===== config.mk =====
export PLATFORM = sky130hd
export DESIGN_NAME = gpio_port_register_block_core
export DESIGN_NICKNAME = d
export VERILOG_FILES = /design/src/rtl/core/gprb_pkg.sv /design/src/rtl/core/gprb_in_stage.sv /design/src/rtl/core/gprb_exec.sv /design/src/rtl/core/gpio_port_register_block_core.sv
export SDC_FILE = /design/constraint.sdc
export NUM_CORES = 1
export LEC_CHECK = 0
export ABC_AREA = 0
export BUFFER_PORTS_ARGS = -buffer_cell sky130_fd_sc_hd__buf_2
export CORE_ASPECT_RATIO = 2
export CORE_MARGIN = 2
export CORE_UTILIZATION = 35
export DETAILED_ROUTE_END_ITERATION = 8
export PLACE_DENSITY = 0.56
export SKIP_LAST_GASP = 1
export SLEW_MARGIN = 40
export SYNTH_ARGS = -nofsm -noshare
export SYNTH_HDL_FRONTEND = slang
export SYNTH_HIERARCHICAL = 1
export SYNTH_SLANG_ARGS = --single-unit

===== constraint.sdc =====
create_clock -name clk -period 3 [get_ports clk]
set_clock_uncertainty 0.2 [all_clocks]
set_input_delay 0.6 -clock clk [delete_from_list [all_inputs] [get_ports clk]]
set_output_delay 0.6 -clock clk [all_outputs]
set_load 0.02 [all_outputs]

===== src/rtl/core/gprb_pkg.sv =====
`default_nettype none
// ----------------------------------------------------------------------------
// GPIO port register block package
// Shared types, register indexes and reset values of the GPIO port block.
// ----------------------------------------------------------------------------
package gprb_pkg;

	localparam int REG_COUNT = 10;
	localparam int REG_IDX_W = 4;

	localparam logic [REG_IDX_W-1:0] IDX_MODE  = 4'd0;
	localparam logic [REG_IDX_W-1:0] IDX_SPEED = 4'd2;
	localparam logic [REG_IDX_W-1:0] IDX_PULL  = 4'd3;
	localparam logic [REG_IDX_W-1:0] IDX_IDR   = 4'd4;
	localparam logic [REG_IDX_W-1:0] IDX_ODR   = 4'd5;
	localparam logic [REG_IDX_W-1:0] IDX_BSR   = 4'd6;

	localparam logic [31:0] IDR_RESET  = 32'h0000_ffff;
	localparam logic [31:0] V0_MODE    = 32'ha800_0000;
	localparam logic [31:0] V0_PULL    = 32'h6400_0000;
	localparam logic [31:0] V1_MODE    = 32'h0000_0280;
	localparam logic [31:0] V1_SPEED   = 32'h0000_00C0;
	localparam logic [31:0] V1_PULL    = 32'h0000_0100;
	localparam logic [31:0] BYTE_MASK  = 32'h0000_00ff;
	localparam logic [31:0] HALF_MASK  = 32'h0000_ffff;

	typedef enum logic [1:0] {
		FUNC_READ      = 2'd0,
		FUNC_WRITE     = 2'd1,
		FUNC_PIN_EVENT = 2'd2,
		FUNC_NONE      = 2'd3
	} func_t;

	typedef enum logic [1:0] {
		SIZE_BYTE = 2'd0,
		SIZE_HALF = 2'd1,
		SIZE_WORD = 2'd2,
		SIZE_WIDE = 2'd3
	} size_t;

	typedef struct packed {
		logic [1:0]  func;
		logic [9:0]  byte_address;
		logic [1:0]  access_size;
		logic [31:0] write_data;
		logic [3:0]  pin_index;
		logic        pin_level;
	} in_item_t;

	typedef struct packed {
		logic [31:0] read_data;
		logic [15:0] pin_levels;
		logic [15:0] pin_changed;
		logic        exti_valid;
		logic [3:0]  exti_pin;
		logic        exti_level;
		logic        access_error;
	} out_item_t;

	function automatic logic [31:0] reset_value(input int variant, input int idx);
		logic [31:0] v;
		v = '0;
		if (idx == int'(IDX_IDR)) begin
			v = IDR_RESET;
		end else if (variant == 0) begin
			if (idx == int'(IDX_MODE)) v = V0_MODE;
			if (idx == int'(IDX_PULL)) v = V0_PULL;
		end else if (variant == 1) begin
			if (idx == int'(IDX_MODE))  v = V1_MODE;
			if (idx == int'(IDX_SPEED)) v = V1_SPEED;
			if (idx == int'(IDX_PULL))  v = V1_PULL;
		end
		return v;
	endfunction

endpackage
`default_nettype wire


===== src/rtl/core/gprb_in_stage.sv =====
`default_nettype none
// ----------------------------------------------------------------------------
// GPIO port input stage
// Registers each accepted transfer and holds it until the execute step takes it.
// ----------------------------------------------------------------------------
module gprb_in_stage (
	input  wire                 clk,
	input  wire                 arst_n,
	input  wire                 in_valid,
	output logic                in_ready,
	input  wire gprb_pkg::in_item_t in_item,
	input  wire                 advance,
	output logic                valid_s1,
	output gprb_pkg::in_item_t  item_s1
);
	import gprb_pkg::*;

	assign in_ready = !valid_s1 || advance;

	always_ff @(posedge clk or negedge arst_n) begin
		if (!arst_n) begin
			valid_s1 <= 1'b0;
		end else if (in_ready) begin
			valid_s1 <= in_valid;
		end
	end

	always_ff @(posedge clk) begin
		if (in_ready && in_valid) begin
			item_s1 <= in_item;
		end
	end

endmodule
`default_nettype wire


===== src/rtl/core/gprb_exec.sv =====
`default_nettype none
// ----------------------------------------------------------------------------
// GPIO port execute stage
// Holds the register file and performs the read, merge-write or pin update.
// ----------------------------------------------------------------------------
module gprb_exec #(
	parameter int PIN_COUNT    = 16,
	parameter int PORT_VARIANT = 2
) (
	input  wire                 clk,
	input  wire                 arst_n,
	input  wire                 fire,
	input  wire gprb_pkg::in_item_t item_s1,
	output gprb_pkg::out_item_t result
);
	import gprb_pkg::*;

	localparam logic [15:0] PIN_MASK = 16'((32'd1 << PIN_COUNT) - 32'd1);

	logic [31:0] rf_q [REG_COUNT];

	logic [7:0]           idx_full;
	logic [REG_IDX_W-1:0] idx;
	logic [1:0]           lane;
	logic                 in_range;
	logic [31:0]          cur;
	logic [31:0]          lane_mask;
	logic [31:0]          size_mask;
	logic [31:0]          merged;
	logic [15:0]          odr;
	logic [15:0]          odr_next;
	logic [31:0]          idr_next;
	logic [31:0]          pin_bit;
	logic                 pin_ok;
	logic                 do_write;
	logic                 do_odr;
	logic                 do_store;
	logic                 do_pin;

	assign idx_full = item_s1.byte_address[9:2];
	assign idx      = idx_full[REG_IDX_W-1:0];
	assign lane     = item_s1.byte_address[1:0];
	assign in_range = idx_full < 8'(REG_COUNT);
	assign cur      = in_range ? rf_q[idx] : '0;
	assign odr      = rf_q[IDX_ODR][15:0];

	always_comb begin
		case (size_t'(item_s1.access_size))
			SIZE_BYTE: size_mask = BYTE_MASK;
			SIZE_HALF: size_mask = HALF_MASK;
			default:   size_mask = '1;
		endcase
		lane_mask = size_mask << {lane, 3'b000};
		if (size_mask == '1) begin
			merged = item_s1.write_data;
		end else begin
			merged = (cur & ~lane_mask) | ((item_s1.write_data & size_mask) << {lane, 3'b000});
		end
	end

	assign pin_ok  = int'(item_s1.pin_index) < PIN_COUNT;
	assign pin_bit = 32'd1 << item_s1.pin_index;
	assign idr_next = item_s1.pin_level ? (rf_q[IDX_IDR] | pin_bit) : (rf_q[IDX_IDR] & ~pin_bit);

	assign do_write = (func_t'(item_s1.func) == FUNC_WRITE) && in_range;
	assign do_odr   = do_write && (idx == IDX_ODR || idx == IDX_BSR);
	assign do_store = do_write && !do_odr;
	assign do_pin   = (func_t'(item_s1.func) == FUNC_PIN_EVENT) && pin_ok;

	always_comb begin
		odr_next = odr;
		if (do_odr) begin
			if (idx == IDX_BSR) begin
				odr_next = (odr & ~merged[31:16]) | merged[15:0];
			end else begin
				odr_next = merged[15:0];
			end
		end
	end

	always_comb begin
		result              = '0;
		result.pin_levels   = odr_next & PIN_MASK;
		result.pin_changed  = (odr ^ odr_next) & PIN_MASK;
		result.access_error = !in_range &&
			(func_t'(item_s1.func) == FUNC_READ || func_t'(item_s1.func) == FUNC_WRITE);
		if (func_t'(item_s1.func) == FUNC_READ && in_range) begin
			result.read_data = cur;
		end
		if (do_pin) begin
			result.exti_valid = 1'b1;
			result.exti_pin   = item_s1.pin_index;
			result.exti_level = item_s1.pin_level;
		end
	end

	always_ff @(posedge clk or negedge arst_n) begin
		if (!arst_n) begin
			for (int i = 0; i < REG_COUNT; i++) begin
				rf_q[i] <= reset_value(PORT_VARIANT, i);
			end
		end else if (fire) begin
			if (do_store) begin
				rf_q[idx] <= merged;
			end
			if (do_odr) begin
				rf_q[IDX_ODR] <= {16'h0000, odr_next};
			end
			if (do_pin) begin
				rf_q[IDX_IDR] <= idr_next;
			end
		end
	end

endmodule
`default_nettype wire


===== src/rtl/core/gpio_port_register_block_core.sv =====
`default_nettype none
// ----------------------------------------------------------------------------
// GPIO port register block
// Ten 32-bit GPIO registers with byte-lane writes, bit set/reset and pin events.
// ----------------------------------------------------------------------------
// One transfer is accepted per cycle while the result register is free or
// being taken (out_ready), and each gives one result: the transfer is registered
// in the input stage, then a read-modify-write on the register file produces the
// result register. Throughput is set by that update, one access per clock.
module gpio_port_register_block_core #(
	parameter int PIN_COUNT    = 16,
	parameter int PORT_VARIANT = 2
) (
	input  wire                  clk,
	input  wire                  arst_n,
	input  wire                  in_valid,
	output logic                 in_ready,
	input  wire gprb_pkg::in_item_t in_item,
	output logic                 out_valid,
	input  wire                  out_ready,
	output gprb_pkg::out_item_t  out_item
);
	import gprb_pkg::*;

	logic      advance;
	logic      valid_s1;
	in_item_t  item_s1;
	out_item_t result;

	assign advance = !out_valid || out_ready;

	gprb_in_stage u_in_stage (
		.clk      (clk),
		.arst_n   (arst_n),
		.in_valid (in_valid),
		.in_ready (in_ready),
		.in_item  (in_item),
		.advance  (advance),
		.valid_s1 (valid_s1),
		.item_s1  (item_s1)
	);

	gprb_exec #(
		.PIN_COUNT    (PIN_COUNT),
		.PORT_VARIANT (PORT_VARIANT)
	) u_exec (
		.clk     (clk),
		.arst_n  (arst_n),
		.fire    (valid_s1 && advance),
		.item_s1 (item_s1),
		.result  (result)
	);

	always_ff @(posedge clk or negedge arst_n) begin
		if (!arst_n) begin
			out_valid <= 1'b0;
		end else if (advance) begin
			out_valid <= valid_s1;
		end
	end

	always_ff @(posedge clk) begin
		if (advance && valid_s1) begin
			out_item <= result;
		end
	end

endmodule
`default_nettype wire


## Yosys cells after proc, flatten, opt, wreduce, memory -nomap -nowiden

Index checks and enable logic that the tools add are counted.

- Bits in read-only memories: 0
- Bits in writable memories: 0
- Bits of input ports: 55
- Logic and storage cells: 88
- Latch bits: 0
- Memories: 0
- Register bits after elaboration: 444

- Equality and inequality tests: 6
- Add/sub/neg operators: 0
- Divide/modulo/power cells: 0
- Bitwise operators: 12
- Order comparisons: 3
- Multipliers: 0
- Mux-type cells: 16
- Shift operators: 3
- Reductions and logical operators: 23

Operators by type and width:

| cell | number |
|---|---|
| $bwmux W320 | 1 |
| $mux W32 | 8 |
| $mux W192 | 1 |
| $bmux W32 S4 | 1 |
| $demux W32 S4 | 1 |
| $and A32 B32 Y32 | 3 |
| $not A32 Y32 | 2 |
| $or A32 B32 Y32 | 2 |
| $pmux W32 S2 | 1 |
| $shl A32 B5 Y32 | 2 |
| $eq A32 B32 Y1 const B | 1 |
| $mux W16 | 2 |
| $shl A1 B4 Y32 const A | 1 |
| $and A16 B16 Y16 | 1 |
| $not A16 Y16 | 1 |
| $or A16 B16 Y16 | 1 |
| $xor A16 B16 Y16 | 1 |
| $eq A4 B3 Y1 const B | 2 |
| $logic_and A1 B1 Y1 | 8 |
| $lt A8 B4 Y1 const B | 1 |
| $mux W6 | 1 |
| $reduce_and A2 Y1 | 3 |
| $ge A5 B5 Y1 const B | 1 |
| $lt A5 B1 Y1 const B | 1 |
| other kinds (7) | 16 |

## Longest topological paths before layout

Gate-level depths: netlist of run 1.

- Depth in word-level cells: 14
- Depth in mapped cells: 10

## By module

The synthesis of run 1 kept the hierarchy.

By module, submodules not included:

| module | area an instance (um^2) | times used | cells each |
|---|---|---|---|
| gprb_exec | 15986.6 | 1 | 1700 |
| gpio_port_register_block_core | 2185.8 | 1 | 75 |
| gprb_in_stage | 1585.3 | 1 | 55 |

## Worst setup path after synthesis of run 1

OpenSTA, ideal clock, no wires.

- Kind: input -> register
- Start point: in out_ready
- End point: reg u_exec/rf_q[202] in the netlist's numbering
- Path slack: 0.235 ns
- Stages on the path: 8
- Setup time: 0.134 ns
- Data arrival time: 2.431 ns
- Cells stage by stage: nand2b_4 -> and2_4 -> nand4b_1 -> nor3_2 -> nand3_1 -> clkbuf_1 -> nand2_1 -> o21ai_0

- Word-level cells in the longest chain between the ends: 3

Ends and longest elaborated chain:

| what | RTL line | text |
|---|---|---|
| start, declared | gpio_port_register_block_core.sv:20 | `input wire out_ready,` |
| $logic_or A1 B1 Y1 | gpio_port_register_block_core.sv:30 | `assign advance = !out_valid \|\| out_ready;` |
| $logic_and A1 B1 Y1 | gpio_port_register_block_core.sv:49 | `.fire (valid_s1 && advance),` |
| $reduce_and A2 Y1 (no source line) | n/a |  |
| end signal, assigned by index | gprb_exec.sv:104 | `rf_q[idx] <= merged;` |
| end signal, assigned by index | gprb_exec.sv:107 | `rf_q[IDX_ODR] <= {16'h0000, odr_next};` |
| end signal, assigned by index | gprb_exec.sv:110 | `rf_q[IDX_IDR] <= idr_next;` |
| end, declared | gprb_exec.sv:20 | `logic [31:0] rf_q [REG_COUNT];` |

Every way passes these cells.
A chain may end at the register's enable or synchronous reset.

==> results.yml, run 1 <==
outcome:
  outcome: "finished, final reports clean"
logic_synthesis:
  syn_area_mm2: 0.0198
  ys_ff_latch: 444
  avgSynthCellArea_um2: 10.8
  synth_edf_count: 122
  synth_nets: 1885
  synthArstFlopShare: 0.725
  ys.flop_type: "dfrtp_1"
  ys_types: 63
  yosys_warnings: 6
  yosysSeqAreaShare: 0.594
  synth_cells: 1830
  ys_top_cells_by_area: "dfrtp_1 39%, edfxtp_1 19%, o21ai_0 7.3%, nand2_1 6.1%, mux2i_1 5.3%"
  synth_top_area_cell: "dfrtp_1"
  synth.top_cell.area_share: 0.388
worst_setup_path:
  path_class: "reg2reg"
  crit_cells: 8
  cpMostUsedCell: "buf_12"
  critPathRequiredTime_ns: 3.22
  cp_slowest_cell: "o22ai_1"
  r2r.worst_path.cells: 8
  cp_max_fo: 22
  worstPathCellList: "buf_12, buf_12, mux2i_1, o211ai_1, o22ai_1, o21ai_0, a211o_1, a21oi_1"
  end_kind: "register"
  critical_path.top_delay_family: "compound AO/OA/AOI/OAI gates"
  arrival_ns: 3.08
  critPathLaunchType: "register"
  max_stage_delay_ns: 0.44
  cp_num_buf_inv: 2
place:
  gp_congestion: 0.912
  postPlaceCellArea_mm2: 0.0219
  dp.cells: 2671
  hpwl_um: 47000
  portBuffers: 127
  post-place-ws_ns: 0.135
power_and_ir_drop:
  p_per_area_mw_per_mm2: 573
  p_leak_nw: 9.99
  vdd_ir_drop_max_v: 0.000349
  power.total_mw: 13.4
layout:
  finalNetCount: 2038
  instances_no_fill: 2763
  drive_gt1_frac: 0.219
  fin_area_mm2: 0.0234
  syn2layout_area_growth_pct: 18.7
  diodes: 0
global_routing:
  grt_usage: 0.227
  grt_max_degree: 77
  antenna_found_initial: 0
  grt_pass1_vias: 14987
  grt_pass1_wl_um: 96500
  grt.overflow.total: 0
timing:
  hold_viol_final: 0
  report.final.slew_viol_count: 0
  fmax_mhz: 349
  finalSetupViolations: 0
  rsz0062_at_grt: "no"
  slew_headroom: 0.488
  fin_ws_ns: 0.138
  fin_crit_sh: 0.954
  tns_ns: 0
  tightest_slew_ns: 0.767
  layout_min_cycle_time_ns: 2.86
clocking:
  ctsRootBufferMaster: "clkbuf_16"
  cts.sinks: 444
  cts_tree: "done"
  cts_buffers: 40
  clkTransAtPathRegs_ns: 0.07
  clockBufferDepth: 3
  htree_levels: 2
  clk_latency_ns: 0.57
hold_path:
  holdCritPathClass: "in2reg"
  hold-path-cell-count: 1
floorplan:
  die-area_mm2: 0.0585
  ios: 128
  core_mm2: 0.0560
  start_util: 0.353
  die_y_um: 340
  placementRows: 123
  die_width_um: 172
route:
  vias: 14693
  avgRoutedWirePerCell_um: 23.6
  drt_iter0_markers: 1225
  wl_um: 65300
  via_per_inst: 5.32
  drt-pass1-iter-count: 7
  drcViolationCount: 0
  drt.antenna.violating_nets: 0
job:
  drv_cap: 0
cells in the mapped netlist, types with 11 or more instances:
cell and instances:
a21oi_1 45, and2_1 32, o22ai_1 26, mux4_2 20
o221a_2 16, clkbuf_1 115, dfrtp_1 306, o211ai_1 49
inv_1 23, dfstp_2 16, nor2_1 75, o21ai_0 289
buf_2 32, o21ai_1 11, a22oi_1 15, nand2_1 319
buf_4 12, mux2_2 16, mux2i_1 104, nand3_1 37
a211oi_1 12, edfxtp_1 122, o21a_1 17, or3_1 13
worst paths after layout:
| path | start | to | slack (ns) |
|---|---|---|---|
| worst min register to register | u_exec/rf_q[122]$_DFFE_PN0P_ | u_exec/rf_q[122]$_DFFE_PN0P_ | 0.17 |
| worst min-delay path | in_item[25] | u_in_stage/item_s1[25]$_DFFE_PP_ | 0.02 |
| min in group asynchronous | arst_n | u_exec/rf_q[227]$_DFFE_PN0P_ | 0.37 |
| worst max-delay path | u_in_stage/item_s1[43]$_DFFE_PP_ | out_item[11]$_DFFE_PP_ | 0.14 |
| max in group asynchronous | arst_n | u_exec/rf_q[234]$_DFFE_PN0P_ | 1.31 |
| worst max register to register | u_in_stage/item_s1[43]$_DFFE_PP_ | out_item[11]$_DFFE_PP_ | 0.14 |
through the flow:
step	hold slack [ns]	utilization
after floorplan	0.104	-
after CTS	0.0000724	0.417
after detailed placement	0.164	0.391
after global placement	0.161	0.390
final	0.0188	0.418
after global routing	0.00391	0.418
logic make-up (layout without fill, tap and decap cells):
logic type,after synthesis,in the layout,synth area share
AND/OR/NAND/NOR,521,521,0.115
multiplexers,141,141,0.0852
flip-flops,444,444,0.594
XOR/XNOR,1,1,0.000443
AO/OA/AOI/OAI,527,527,0.161
buffers and inverters,196,379,0.0439
power by group:
part	switching, mW	internal, mW	total (mW)
clock	2.34	3.09	5.43
sequential	0.178	6.46	6.64
combinational	0.885	0.475	1.36
total	3.40	10.0	13.4
sequential cells by signal, summed over array words and instances (netlist names), named ones only:
name and flops:
u_in_stage/item_s1 51, out_item 71, u_exec/odr 16, u_in_stage/valid_s1 1
u_exec/rf_q 288, out_valid 1
worst register-to-register path, delay by kind of cell, from the launching register on:
family,cells,cell delay [ns]
muxes,1,0.32
AOI/OAI and AO/OA,5,1.37
DFF,1,0.39
buffers and inverters,2,0.46
metal layers:
layer	wire (um)	global-route usage
met4	6810	0.197
met3	2620	0.0274
met5	0	0
met2	33600	0.398
met1	22200	0.234
final cells by class:
type	count	area, um2
Fill cell	5365	32600
Sequential cell	444	11700
Multi-Input combinational cell	1190	7190
Timing Repair Buffer	284	2120
Clock buffer	56	1170
Tap cell	750	938
Clock inverter	16	186
Inverter	23	86.3
timing repair:
action | 4_1_cts | 5_1_grt
endpoints found under the hold margin | 68 | 1
gates resized for setup | 0 | 3
hold buffers | 13 | 1
setup endpoints to repair | 0 | 16
setup buffers | 0 | 6
layout by cell type, fill, tap and decap left out, types with 23 or more instances in the layout:
| cell | instances |
|---|---|
| nand2_1 | 316 |
| buf_4 | 122 |
| buf_2 | 126 |
| o21ai_0 | 288 |
| clkbuf_16 | 43 |
| a21oi_1 | 45 |
| mux2i_1 | 104 |
| and2_1 | 32 |
| nor2_1 | 74 |
| o22ai_1 | 26 |
| nand3_1 | 34 |
| edfxtp_1 | 122 |
| inv_1 | 23 |
| dfrtp_1 | 306 |
| o211ai_1 | 49 |
No activity file was read; power rests on OpenSTA's default activity.
==> run 2: changes to the inputs <==
--- a/config.mk
+++ b/config.mk
@@ -7,11 +7,13 @@
 export LEC_CHECK = 0
 export ABC_AREA = 0
 export BUFFER_PORTS_ARGS = -buffer_cell sky130_fd_sc_hd__buf_2
+export CELL_PAD_IN_SITES_DETAIL_PLACEMENT = 0
+export CELL_PAD_IN_SITES_GLOBAL_PLACEMENT = 1
 export CORE_ASPECT_RATIO = 2
 export CORE_MARGIN = 2
 export CORE_UTILIZATION = 35
 export DETAILED_ROUTE_END_ITERATION = 8
-export PLACE_DENSITY = 0.56
+export PLACE_DENSITY = 0.66
 export SKIP_LAST_GASP = 1
 export SLEW_MARGIN = 40
 export SYNTH_ARGS = -nofsm -noshare
==> run 2 against run 1 <==
Maximum frequency decreased by 2.2%. Wire length grew 2.4%. Global-route usage grew 0.63 points. Final area is 0.46% higher. First-iteration DRC count shrank 14%. Largest power group unchanged. Critical endpoint is now out_item[22]$_DFFE_PP_. Hold slack worse by 0.0025 ns. Sequential share of layout area is 0.23 points lower. Clock power shrank 6.1%.
==> results.yml, run 2 (synthesized netlist as in run 1, its figures left out) <==
place:
  postPlaceCellArea_mm2: 0.0219
  gp_congestion: 0.887
  dp.cells: 2662
  post-place-ws_ns: -0.0734
  portBuffers: 127
  hpwl_um: 47500
worst_setup_path:
  crit_start: "u_in_stage/item_s1[43]$_DFFE_PP_"
  r2r.worst_path.cells: 9
  path_class: "reg2reg"
  cp_max_fo: 30
  rr_endpoint: "out_item[22]$_DFFE_PP_"
  arrival_ns: 3.04
  r2r_start: "u_in_stage/item_s1[43]$_DFFE_PP_"
  critPathRequiredTime_ns: 3.11
  critPathLaunchType: "register"
  end_kind: "register"
  rrSetupSlack_ns: 0.08
route:
  drcViolationCount: 0
  via_per_inst: 5.31
  vias: 14707
  drt_iter0_markers: 1053
  drt-pass1-iter-count: 5
  wl_um: 66900
  avgRoutedWirePerCell_um: 24.1
  drt.antenna.violating_nets: 0
clocking:
  cts_buffers: 40
  cts.sinks: 444
  clockBufferDepth: 3
  cts_tree: "done"
  clk_latency_ns: 0.58
  htree_levels: 2
  ctsRootBufferMaster: "clkbuf_16"
  post_cts_buffers: 0
  clkTransAtPathRegs_ns: 0.07
floorplan:
  die-area_mm2: 0.0585
  placementRows: 123
  start_util: 0.353
  core_mm2: 0.0560
  die_width_um: 172
  ios: 128
  die_y_um: 340
layout:
  largest_reg_flops: 288
  nFillCells: 5396
  syn2layout_area_growth_pct: 19.2
  reg_top3: "u_exec/rf_q (288), out_item (71), u_in_stage/item_s1 (51)"
  top_register: "u_exec/rf_q"
  finalNetCount: 2045
  final_common_cell: "nand2_1"
  final_cell_mix: "316 x nand2_1, 306 x dfrtp_1, 288 x o21ai_0"
  fin_area_mm2: 0.0236
  drive_gt1_frac: 0.209
  diodes: 0
  instances_no_fill: 2772
outcome:
  outcome: "finished, final reports clean"
timing:
  fmax_mhz: 342
  finalSetupViolations: 0
  slew_headroom: 0.466
  tightest_slew_ns: 0.802
  layout_min_cycle_time_ns: 2.92
  fin_crit_sh: 0.975
  rsz0062_at_grt: "no"
  hold_viol_final: 0
  fin_ws_ns: 0.0750
  report.final.slew_viol_count: 0
global_routing:
  grt_usage: 0.233
  grt_pass1_wl_um: 98400
  grt_max_degree: 66
  grt_pass1_vias: 15144
  grt.overflow.total: 0
  antenna_found_initial: 0
power_and_ir_drop:
  vdd_ir_drop_max_v: 0.000415
  p_per_area_mw_per_mm2: 557
  p_leak_nw: 9.99
hold_path:
  hold_end: "u_in_stage/item_s1[31]$_DFFE_PP_"
  min_from: "in_item[31]"
  hold-path-cell-count: 1
  holdCritPathClass: "in2reg"
job:
  drv_cap: 0
==> run 2: final cells by class <==
class                           instances  area [um2]  area share
Clock buffer                           56        1120      0.0477
Clock inverter                         18         130     0.00553
Inverter                               23        86.3     0.00367
Multi-Input combinational cell       1190        7200       0.306
Sequential cell                       444       11700       0.499
Tap cell                              750         938      0.0398
Timing Repair Buffer                  291        2330      0.0991
==> run 2: worst max path at each step <==
stage	to	cells after the start
finish	out_item[22]$_DFFE_PP_	9
global route	out_item[22]$_DFFE_PP_	9
CTS	out_item[20]$_DFFE_PP_	10
detailed placement	out_item[9]$_DFFE_PP_	8
global placement	out_item[9]$_DFFE_PP_	8
floorplan	u_exec/rf_q[202]$_DFFE_PN0P_	8
==> run 2: stage by stage <==
stage                     total power, mW   util  setup TNS (ns)  hold WS [ns]
after floorplan                      7.34      -               0         0.104
after global placement               8.07  0.391          -0.206         0.161
after detailed placement             8.09  0.391          -0.155         0.163
after CTS                            13.2  0.420               0       0.00101
after global routing                 13.5  0.420               0       0.00611
final                                13.1  0.420               0        0.0163
==> run 2: worst max-delay path: stages (launching register included) <==
cell	delay [ns]
edfxtp_1	0.38
buf_12	0.19
buf_12	0.27
mux2i_1	0.44
nor2_1	0.11
o22ai_2	0.28
buf_4	0.18
o221a_2	0.37
or3_1	0.15
o21ai_1	0.05
==> run 2: metal layers <==
metal  wire, um  up-vias  track usage  part of all wire
met5          0        -            0                 0
met3       2580      183       0.0266             0.039
met1      22900     7275        0.242              0.34
li1           -     6790            -                 -
met2      35600      459        0.421              0.53
met4       5770        0        0.176             0.086
==> run 2: timing repair <==
| item | 4_1_cts | 5_1_grt |
|---|---|---|
| hold endpoints to repair | 83 | 0 |
| pin swaps | 0 | 0 |
| setup endpoints to repair | 5 | 9 |
| hold buffers | 36 | 0 |
| resized for setup | 2 | 2 |
==> run 2: where the power goes <==
group / internal [mW] / switching [mW]
Combinational: 0.497 / 0.876
Sequential: 6.46 / 0.173
Clock: 2.72 / 2.38
Total: 9.68 / 3.43
